[config.mk]
export PLATFORM = sky130hd
export DESIGN_NAME = quoted_string_escape_decoder_top
export DESIGN_NICKNAME = d
export VERILOG_FILES = /design/src/hw/rtl/qsed_pkg.sv /design/src/hw/rtl/quoted_string_escape_decoder_top.sv
export SDC_FILE = /design/constraint.sdc
export NUM_CORES = 1
export LEC_CHECK = 0
export BUFFER_PORTS_ARGS = -buffer_cell sky130_fd_sc_hd__clkbuf_2
export CORE_MARGIN = 5
export CORE_UTILIZATION = 60
export CTS_BUF_LIST = sky130_fd_sc_hd__clkbuf_16
export CTS_CLUSTER_SIZE = 14
export DETAILED_ROUTE_END_ITERATION = 8
export HOLD_SLACK_MARGIN = 0.12
export PLACE_DENSITY_LB_ADDON = 0.25
export SLEW_MARGIN = 30
export SYNTH_ARGS = -nofsm -noshare
export SYNTH_HDL_FRONTEND = slang
export SYNTH_SLANG_ARGS = --single-unit
[constraint.sdc]
create_clock -name clk -period 8.7 [get_ports clk]
set_input_delay 0.87 -clock clk [delete_from_list [all_inputs] [get_ports clk]]
set_output_delay 0.87 -clock clk [all_outputs]
set_load 0.005 [all_outputs]
[src/hw/rtl/qsed_pkg.sv]
package qsed_pkg;

  localparam int QDEPTH = 4;
  localparam int QPTR_W = $clog2(QDEPTH);
  localparam int QCNT_W = $clog2(QDEPTH + 1);

  localparam logic [7:0] TERM_RESET = 8'd34;
  localparam logic [7:0] CH_BSLASH  = 8'h5c;
  localparam logic [7:0] CH_CARET   = 8'h5e;
  localparam logic [7:0] CH_ZERO    = 8'h30;
  localparam logic [7:0] CH_NINE    = 8'h39;
  localparam logic [7:0] CTRL_MASK  = 8'h1f;
  localparam logic [1:0] DIGITS_MAX = 2'd3;

  typedef enum logic [2:0] {
    MODE_PLAIN  = 3'd0,
    MODE_ESC    = 3'd1,
    MODE_CARET  = 3'd2,
    MODE_DIGITS = 3'd3
  } mode_t;

  typedef struct packed {
    logic [7:0] byte_val;
    logic       token_end;
    logic       run_last;
  } res_t;

  // escape letter translation, other bytes pass unchanged
  function automatic logic [7:0] esc_lookup(input logic [7:0] c);
    logic [7:0] r;
    r = c;
    case (c)
      8'h72, 8'h52: r = 8'd13;  // r
      8'h6e, 8'h4e: r = 8'd10;  // n
      8'h66, 8'h46: r = 8'd12;  // f
      8'h74, 8'h54: r = 8'd9;   // t
      8'h62, 8'h42: r = 8'd8;   // b
      8'h76, 8'h56: r = 8'd11;  // v
      8'h3f:        r = 8'd127; // ?
      8'h65, 8'h45: r = 8'd27;  // e
      default:      r = c;
    endcase
    return r;
  endfunction

endpackage

[src/hw/rtl/quoted_string_escape_decoder_top.sv]
// results of an accepted beat are written into the result queue, which drives m_* from its head
// throughput: one input beat per cycle while s_tready is high, results drain at one per cycle while
//   m_tready is high; a byte that ends a short digit run makes two results, the output queue absorbs the extra
// s_tready drops only while the 4-entry result queue has fewer than two free slots
// reset (rst, synchronous, active high): plain mode, digit state cleared, queue empty,
//   terminator back to 34 (double quote)
module quoted_string_escape_decoder_top (
  input  logic       clk,
  input  logic       rst,
  // configuration: terminator byte
  input  logic       cfg_valid,
  output logic       cfg_ready,
  input  logic [7:0] cfg_data,
  // raw body bytes
  input  logic       s_tvalid,
  output logic       s_tready,
  input  logic [7:0] s_tdata,   // [7:0] in_byte
  // decoded results
  output logic       m_tvalid,
  input  logic       m_tready,
  output logic [7:0] m_tdata,   // [7:0] out_byte
  output logic       m_tlast,   // run_last
  output logic       m_tuser    // [0] token_end
);
  import qsed_pkg::*;

  logic [7:0]        terminator;
  mode_t             mode, mode_next;
  logic [7:0]        octal_value, octal_value_next;
  logic [1:0]        octal_count, octal_count_next;

  // result queue
  res_t              q [QDEPTH];
  logic [QPTR_W-1:0] head, tail;
  logic [QCNT_W-1:0] count;

  logic              in_acc, out_acc;
  logic [1:0]        n_res;
  res_t              r0, r1;
  logic              is_digit;
  logic [7:0]        digit_val;
  logic [1:0]        count_inc;

  // config is taken at any time; the user must write it only while idle, the block does not enforce it
  assign cfg_ready = 1'b1;

  always_ff @(posedge clk) begin
    if (rst) begin
      terminator <= TERM_RESET;
    end else if (cfg_valid && cfg_ready) begin
      terminator <= cfg_data;
    end
  end

  // room for the worst case of two results
  assign s_tready = (count <= QCNT_W'(QDEPTH - 2));
  assign in_acc   = s_tvalid && s_tready;
  assign out_acc  = m_tvalid && m_tready;

  assign is_digit  = (s_tdata >= CH_ZERO) && (s_tdata <= CH_NINE);
  // '0'..'9' carry their value in the low nibble
  assign digit_val = {4'b0, s_tdata[3:0]};
  assign count_inc = octal_count + 2'd1;

  // decode of one byte against the current mode
  always_comb begin
    mode_next        = mode;
    octal_value_next = octal_value;
    octal_count_next = octal_count;
    n_res            = 2'd0;
    r0               = '0;
    r1               = '0;
    unique case (mode)
      MODE_ESC: begin
        if (is_digit) begin
          octal_value_next = digit_val;
          octal_count_next = 2'd1;
          mode_next        = MODE_DIGITS;
        end else if (s_tdata == CH_CARET) begin
          mode_next = MODE_CARET;
        end else begin
          mode_next = MODE_PLAIN;
          n_res     = 2'd1;
          r0        = '{byte_val: esc_lookup(s_tdata), token_end: 1'b0, run_last: 1'b1};
        end
      end
      MODE_CARET: begin
        mode_next = MODE_PLAIN;
        n_res     = 2'd1;
        r0        = '{byte_val: s_tdata & CTRL_MASK, token_end: 1'b0, run_last: 1'b1};
      end
      MODE_DIGITS: begin
        if (is_digit) begin
          octal_value_next = {octal_value[4:0], 3'b000} + digit_val;
          octal_count_next = count_inc;
          // third digit closes the run at once
          if (count_inc == DIGITS_MAX || count_inc == 2'd0) begin
            n_res            = 2'd1;
            r0               = '{byte_val: octal_value_next, token_end: 1'b0,
                                 run_last: 1'b1};
            mode_next        = MODE_PLAIN;
            octal_value_next = '0;
            octal_count_next = '0;
          end
        end else begin
          // short run: flush its value, then treat the byte as plain text
          octal_value_next = '0;
          octal_count_next = '0;
          mode_next        = MODE_PLAIN;
          r0               = '{byte_val: octal_value, token_end: 1'b0, run_last: 1'b1};
          n_res            = 2'd1;
          if (s_tdata == terminator) begin
            r0.run_last = 1'b0;
            r1          = '{byte_val: 8'd0, token_end: 1'b1, run_last: 1'b1};
            n_res       = 2'd2;
          end else if (s_tdata == CH_BSLASH) begin
            mode_next = MODE_ESC;
          end else begin
            r0.run_last = 1'b0;
            r1          = '{byte_val: s_tdata, token_end: 1'b0, run_last: 1'b1};
            n_res       = 2'd2;
          end
        end
      end
      default: begin
        // plain text, also any unused mode code
        mode_next = MODE_PLAIN;
        if (s_tdata == terminator) begin
          n_res = 2'd1;
          r0    = '{byte_val: 8'd0, token_end: 1'b1, run_last: 1'b1};
        end else if (s_tdata == CH_BSLASH) begin
          mode_next = MODE_ESC;
        end else begin
          n_res = 2'd1;
          r0    = '{byte_val: s_tdata, token_end: 1'b0, run_last: 1'b1};
        end
      end
    endcase
  end

  // decode state advances only on an accepted beat
  always_ff @(posedge clk) begin
    if (rst) begin
      mode        <= MODE_PLAIN;
      octal_value <= '0;
      octal_count <= '0;
    end else if (in_acc) begin
      mode        <= mode_next;
      octal_value <= octal_value_next;
      octal_count <= octal_count_next;
    end
  end

  // queue payload, no reset needed
  always_ff @(posedge clk) begin
    if (in_acc && n_res != 2'd0) begin
      q[tail] <= r0;
    end
    if (in_acc && n_res == 2'd2) begin
      q[tail + QPTR_W'(1)] <= r1;
    end
  end

  // queue pointers and fill count
  always_ff @(posedge clk) begin
    if (rst) begin
      head  <= '0;
      tail  <= '0;
      count <= '0;
    end else begin
      if (in_acc) begin
        tail <= tail + QPTR_W'(n_res);
      end
      if (out_acc) begin
        head <= head + QPTR_W'(1);
      end
      count <= count + (in_acc ? QCNT_W'(n_res) : QCNT_W'(0))
                     - (out_acc ? QCNT_W'(1) : QCNT_W'(0));
    end
  end

  assign m_tvalid = (count != '0);
  assign m_tdata  = q[head].byte_val;
  assign m_tuser  = q[head].token_end;
  assign m_tlast  = q[head].run_last;

  // queue never overfills
  a_count_bound: assert property (@(posedge clk) disable iff (rst)
    count <= QCNT_W'(QDEPTH))
    else $error("result queue overflow");

  // digit collection holds one or two digits
  a_digit_count: assert property (@(posedge clk) disable iff (rst)
    mode == MODE_DIGITS |-> (octal_count == 2'd1 || octal_count == 2'd2))
    else $error("bad digit count while collecting");

  // outside digit collection the digit state is clear
  a_digit_clear: assert property (@(posedge clk) disable iff (rst)
    mode != MODE_DIGITS |-> (octal_count == 2'd0 && octal_value == 8'd0))
    else $error("stale digit state");

  // a token end is always the last result of its beat and carries no byte
  a_end_last: assert property (@(posedge clk) disable iff (rst)
    m_tvalid && m_tuser |-> (m_tlast && m_tdata == 8'd0))
    else $error("token end not last or carries data");

  // caret consumes exactly one byte
  a_caret_once: assert property (@(posedge clk) disable iff (rst)
    in_acc && mode == MODE_CARET |=> mode == MODE_PLAIN)
    else $error("caret escape did not return to plain");

endmodule

==> flow_summary.toml, run 1 <==
[route]
routedWlPerCell_um = 18.1
via_per_inst = 6.25
drt_iter0_drc = 313
drtPass1Iterations = 6
antenna_left = 0
remaining_drc_errors = 0
vias = 3364
routed_wl_mm = 9.72

[final_layout]
layout.nets = 467
drive_gt1_share_pct = 20.6
final_cells = 538
syn_to_final_growth_pct = 11.9
diodes = 0

[synthesis]
synth.area.top_cells = "edfxtp_1, dfxtp_1, mux4_2"
synth_cells = 422
async_flop_share_pct = 0
syn_area_per_cell_um2 = 10.0
synth_nets = 452
synth_area_leader_cell = "edfxtp_1"
synth.distinct_cells = 72
yosys.area_share.xor_xnor_pct = 3.31
synth_flop_cell = "edfxtp_1"
ys_ff_latch = 69
synth_edf_count = 40
ys_warn_count = 0
synth_fa_ha_area_share_pct = 2.84
synth_top_family_by_area = "simple AND/OR/NAND/NOR gates"
yosys.area_share.simple_pct = 21.1
synth.area.mux_share_pct = 9.34
synth-compound-area-share_pct = 16.2
synth_top_cell_area_share_pct = 28.4
synth_area_um2 = 4230
yosysSeqAreaShare_pct = 42.1

[job]
cap_viol_max_count = 0

[placement]
io_buffer_count = 32
dp_hpwl_mm = 6.74
gp_congestion = 0.943
dp_cells = 522

[global_route]
grt_overflow = 0
grt_pass1_wl_mm = 16.1
grt_antenna_before_repair = 0
grtUsageTotal_pct = 23.6
grt_max_degree = 30
grt_pass1_vias = 3207

[worst_setup_path]
cpMostUsedCell = "inv_1"
required_ns = 8.91
worstPathArrival_ns = 3.83
critical_path_class = "in -> reg"
setup.worst_path.end_class = "flip-flop"
crit_slowest_cell = "nor4_4"
path_delay_family = "adder cells"
max_stage_delay_ns = 0.41
path_cells = "clkbuf_2 -> xor2_1 -> nor4_4 -> a21boi_2 -> o21a_1 -> o21ai_2 -> inv_1 -> nand2_1 -> ha_1 -> inv_1 -> ha_1 -> inv_1 -> fa_1 -> xnor2_1 -> xnor2_1 -> nor2_1"
crit_path_max_fanout = 17
path_buf_inv = 4
cp-start-kind = "primary input"

[clocking]
numCtsBuffers = 9
clockBufferDepth = 2
cts_setup_buffers = 0
holdBufCountCts = 0
clk_latency_ns = 0.34
cts.clk_slew.worst_paths_ns = 0.06
ctsResizeCount = 0
cts_max_level = 3
cts_root_buf = "clkbuf_16"
cts.sinks = 69
cts_tree = "yes"

[power_and_ir_drop]
switchingPower_uw = 263
p_int_uw = 782
swShare_pct = 25.1
power.density_nw_per_um2 = 221
p_seq_share_pct = 38.9
leakage_nw = 1.70
p_clk_share_pct = 43.4
ir_worst_vdd_v = 0.000165
combPwrFrac_pct = 17.8

[floorplanning]
die_area_um2 = 8830
dieWidth_um = 94.0
die_y_um = 94.0
start_util_pct = 62.0
rows = 30
core_area_um2 = 6830
ios = 34

[sta]
rsz0062_at_grt = "no"
fin_crit_sh_pct = 41.7
fin_skew_ns = 0.00792
fin_crit_ns = 3.63
fmax_ghz = 0.276
setup_viol = 0
slew_headroom_pct = 36.7
fin_tns_setup_ns = 0
maxSlewViolCount = 0
tightest_slew_ns = 0.946
hold_viol = 0

[outcome]
status = "complete, no violations"

[min_path]
hp-class = "reg -> reg"
-- flip-flops by register name (all words and copies together), names as in the netlist, named ones only --
signal / count
q: 40
octal_value: 8
terminator: 8
count: 3
head: 2
mode: 2
octal_count: 2
tail: 2
-- logic make-up (layout without fill, tap and decap cells) --
group / after synthesis / in the layout
buf+inv: 42 / 62
xor+xnor: 16 / 16
compound gates: 103 / 103
mux: 26 / 26
simple gates: 156 / 156
other cells: 1 / 1
flops: 69 / 69
fa+ha+maj: 9 / 9
-- cell usage after synthesis (all sizes together), types with 8 or more instances --
cell type / n
mux4: 10
dfxtp: 29
buf: 18
a21oi: 34
clkbuf: 12
xor2: 11
nand3: 19
nor2: 42
edfxtp: 40
mux2i: 11
ha: 8
inv: 12
nor3: 10
o21ai: 21
nand2: 37
nor2b: 8
-- cells in the final DEF (no fill, tap or decap), drive strengths merged, types with 5 or more instances in the layout --
master / netlist / final
a21oi: 34 / 34
a22oi: 6 / 6
and2: 7 / 7
and3: 5 / 5
and4: 5 / 5
clkbuf: 12 / 41
dfxtp: 29 / 29
edfxtp: 40 / 40
ha: 8 / 8
inv: 12 / 13
mux2: 5 / 5
mux2i: 11 / 11
mux4: 10 / 10
nand2: 37 / 37
nand3: 19 / 19
nand4: 5 / 5
nor2: 42 / 42
nor2b: 8 / 8
nor3: 10 / 10
nor4: 5 / 5
o21a: 5 / 5
o21ai: 21 / 21
o31ai: 7 / 7
xnor2: 5 / 5
xor2: 11 / 11
-- power groups by stage --
stage          logic [mW]  clock network [mW]  registers [mW]
4_1_cts             0.187               0.458           0.408
3_5_place_dp        0.183                   0           0.414
3_3_place_gp        0.179                   0           0.412
6_report            0.186               0.453           0.406
5_1_grt             0.206               0.472           0.411
2_1_floorplan       0.147                   0           0.395
-- layout make-up --
class | instances | area (µm²)
clock buffer | 9 | 225
clock inverter | 7 | 145
fill | 536 | 2090
inverter | 12 | 45.0
multi-input combinational | 311 | 2240
sequential | 69 | 1780
tap | 96 | 120
timing repair buffer | 34 | 175
-- metrics by stage --
| stage | worst slack, ns | utilization, % | cell area [µm²] | power, mW | hold WS (ns) |
|---|---|---|---|---|---|
| final | 5.07 | 69.3 | 4740 | 1.04 | 0.490 |
| after global routing | 4.81 | 69.3 | 4740 | 1.09 | 0.516 |
| after CTS | 5.10 | 69.3 | 4730 | 1.05 | 0.487 |
| after detailed placement | 4.81 | 63.8 | 4360 | 0.596 | 0.480 |
| after global placement | 4.89 | 63.8 | 4360 | 0.591 | 0.479 |
| after floorplan | 5.25 | - | 4230 | 0.542 | 0.454 |
-- routing by layer --
metal  track usage, %  wire (µm)  vias up
li1                 -          -     1594
met1             30.4       4160     1594
met2             38.4       4650      144
met3             5.61        661       32
met4             8.90        245        0
met5                0          0        -
-- final timing paths --
kind	from	endpoint	slack [ns]	cells past startpoint
min reg2reg	octal_value[4]$_SDFFE_PP0P_	octal_value[4]$_SDFFE_PP0P_	0.49	2
max reg2reg	octal_count[1]$_SDFFE_PP0P_	count[2]$_SDFF_PP0_	5.36	16
min	octal_value[4]$_SDFFE_PP0P_	octal_value[4]$_SDFFE_PP0P_	0.49	2
max	s_tdata[3]	count[2]$_SDFF_PP0_	5.07	16
-- worst reg2reg max path, delay by kind of cell, from the launching register on --
kind | cells | cell delay [ns]
simple gates | 3 | 0.27
compound gates | 2 | 0.38
buf+inv | 4 | 0.30
xor+xnor | 3 | 0.82
fa+ha+maj | 4 | 1.04
flops | 1 | 0.40
(Power assumes the default switching activity.)
==> run 2: changes to the inputs <==
clock period = 3.4 ns   (was 8.7 ns; I/O delays follow)
==> run 2 against run 1 <==
Net effect: non-clock buffer count up 12; count of clock-buffer cells in the layout unchanged; die area is the same; register-to-register slack got worse by 5.1 ns; power rose by 140%; via count rose by 2.1%; wire length is 1.2% lower; flip-flop and latch count did not move; combinational power increased to 2.6 times the previous value; clock power grew 110%; critical path depth shrank 1; hold slack worse by 0.28 ns; critical path type is now reg -> reg.
==> flow_summary.toml, run 2 (same netlist as run 1, synthesis figures left out) <==
[outcome]
status = "complete, no violations"

[clocking]
ctsResizeCount = 0
cts_setup_buffers = 0
holdBufCountCts = 0
cts.sinks = 69
cts_root_buf = "clkbuf_16"
clk_latency_ns = 0.33
clockBufferDepth = 2
cts_tree = "yes"
cts.clk_slew.worst_paths_ns = 0.05
cts_max_level = 3
numCtsBuffers = 9

[placement]
gp_congestion = 0.934
dp_hpwl_mm = 6.82
dp_slack_ns = 0.168
io_buffer_count = 32
placed_cell_area_um2 = 4450

[floorplanning]
die_area_um2 = 8830
dieWidth_um = 94.0
core_area_um2 = 6830
die_y_um = 94.0
start_util_pct = 62.0
rows = 30
ios = 34

[global_route]
grtUsageTotal_pct = 23.3
grt_max_degree = 30
grt_overflow = 0
grt_antenna_before_repair = 0
grt_pass1_wl_mm = 15.9
grt_pass1_vias = 3236

[power_and_ir_drop]
swShare_pct = 25.7
combPwrFrac_pct = 19.5
switchingPower_uw = 642
p_seq_share_pct = 41.6
power.density_nw_per_um2 = 524
p_clk_share_pct = 38.9
leakage_nw = 1.74
p_int_mw = 1.85
ir_worst_vdd_v = 0.000329

[route]
remaining_drc_errors = 0
routedWlPerCell_um = 17.5
via_per_inst = 6.25
antenna_left = 0
vias = 3435
routed_wl_mm = 9.60
drt_iter0_drc = 290
drtPass1Iterations = 6

[worst_setup_path]
required_ns = 3.59
setup.worst_path.end_class = "flip-flop"
worstPathArrival_ns = 3.29
crit_path_max_fanout = 5
cp-start-kind = "flip-flop"
critical_path_class = "reg -> reg"

[final_layout]
diodes = 0
fillCellCount = 544
syn_to_final_growth_pct = 12.5
final_cell_mix = "nor2_1, edfxtp_1, nand2_1, a21oi_1, clkbuf_2"
fin_area_um2 = 4760
final_common_cell = "nor2_1"
final_util_pct = 69.7
layout.nets = 479
largest_reg_flops = 40
seqCellArea_um2 = 1780
largest_register = "q"
drive_gt1_share_pct = 21.6
top_regs = "q (40), octal_value (8), terminator (8)"
multi_input_area_um2 = 2240

[sta]
fin_skew_ns = 0.00726
fin_crit_ns = 3.10
tightest_slew_ns = 0.673
setup_ws_ns = 0.303
fin_tns_setup_ns = 0
slew_headroom_pct = 55.1
rsz0062_at_grt = "no"
maxSlewViolCount = 0
setup_viol = 0
fin_crit_sh_pct = 91.1
fmax_ghz = 0.323
hold_viol = 0

[min_path]
hp-class = "in -> reg"

[job]
cap_viol_max_count = 0
run 2: cell count changes in the layout (fill, tap and decap cells not counted):
cell,delta
buf_4,+12
bufinv_16,-2
clkinv_1,+1
clkinv_2,+1
clkinv_4,-1
inv_1,+2
inv_6,-1
nor2_1,+2
nor2_2,-2
run 2: path summary, 6_finish.rpt:
path	start	to	slack (ns)	depth (start not counted)
setup / recovery	terminator[3]$_SDFFE_PP0P_	count[2]$_SDFF_PP0_	0.30	15
hold / removal	cfg_data[1]	terminator[1]$_SDFFE_PP1P_	0.22	2
setup reg to reg	terminator[3]$_SDFFE_PP0P_	count[2]$_SDFF_PP0_	0.30	15
hold reg to reg	octal_value[4]$_SDFFE_PP0P_	octal_value[4]$_SDFFE_PP0P_	0.49	2
run 2: area by class of cell:
type,instances,share of cell area [%]
timing repair buffer,46,5.57
tap,96,2.52
multi-input combinational,311,47.0
clock buffer,9,4.73
inverter,12,0.946
sequential,69,37.4
clock inverter,7,1.76
run 2: power groups by stage:
| stage | clock [mW] | combinational, mW | sequential, mW |
|---|---|---|---|
| 4_1_cts | 0.979 | 0.490 | 1.04 |
| 6_report | 0.970 | 0.486 | 1.04 |
| 3_3_place_gp | 0 | 0.479 | 1.06 |
| 3_5_place_dp | 0 | 0.487 | 1.06 |
| 2_1_floorplan | 0 | 0.377 | 1.01 |
| 5_1_grt | 1.02 | 0.531 | 1.05 |
run 2: critical path, stage by stage (launching register included):
cell and delay (ns):
dfxtp_1 0.32, xor2_1 0.18, nor4_4 0.41, a21boi_2 0.18, o21a_1 0.23, o21ai_2 0.23, inv_1 0.11, nand2_1 0.07
ha_1 0.21, inv_1 0.06, ha_1 0.13, inv_1 0.05, fa_1 0.39, xnor2_1 0.20, xnor2_1 0.14, nor2_1 0.06
run 2: layer usage:
layer / part of all wire [%] / track usage [%] / wire length [µm] / vias to the layer above
li1: - / - / - / 1622
met1: 43 / 30.6 / 4100 / 1634
met2: 48 / 36.4 / 4590 / 152
met3: 6.7 / 4.89 / 643 / 27
met4: 2.7 / 11.4 / 257 / 0
met5: 0 / 0 / 0 / -
run 2: through the flow:
stage,instances,hold WS (ns),power (mW)
2_1_floorplan,422,0.454,1.39
3_3_place_gp,534,0.478,1.53
3_5_place_dp,534,0.486,1.55
4_1_cts,550,0.214,2.51
5_1_grt,550,0.227,2.60
6_report,550,0.215,2.49
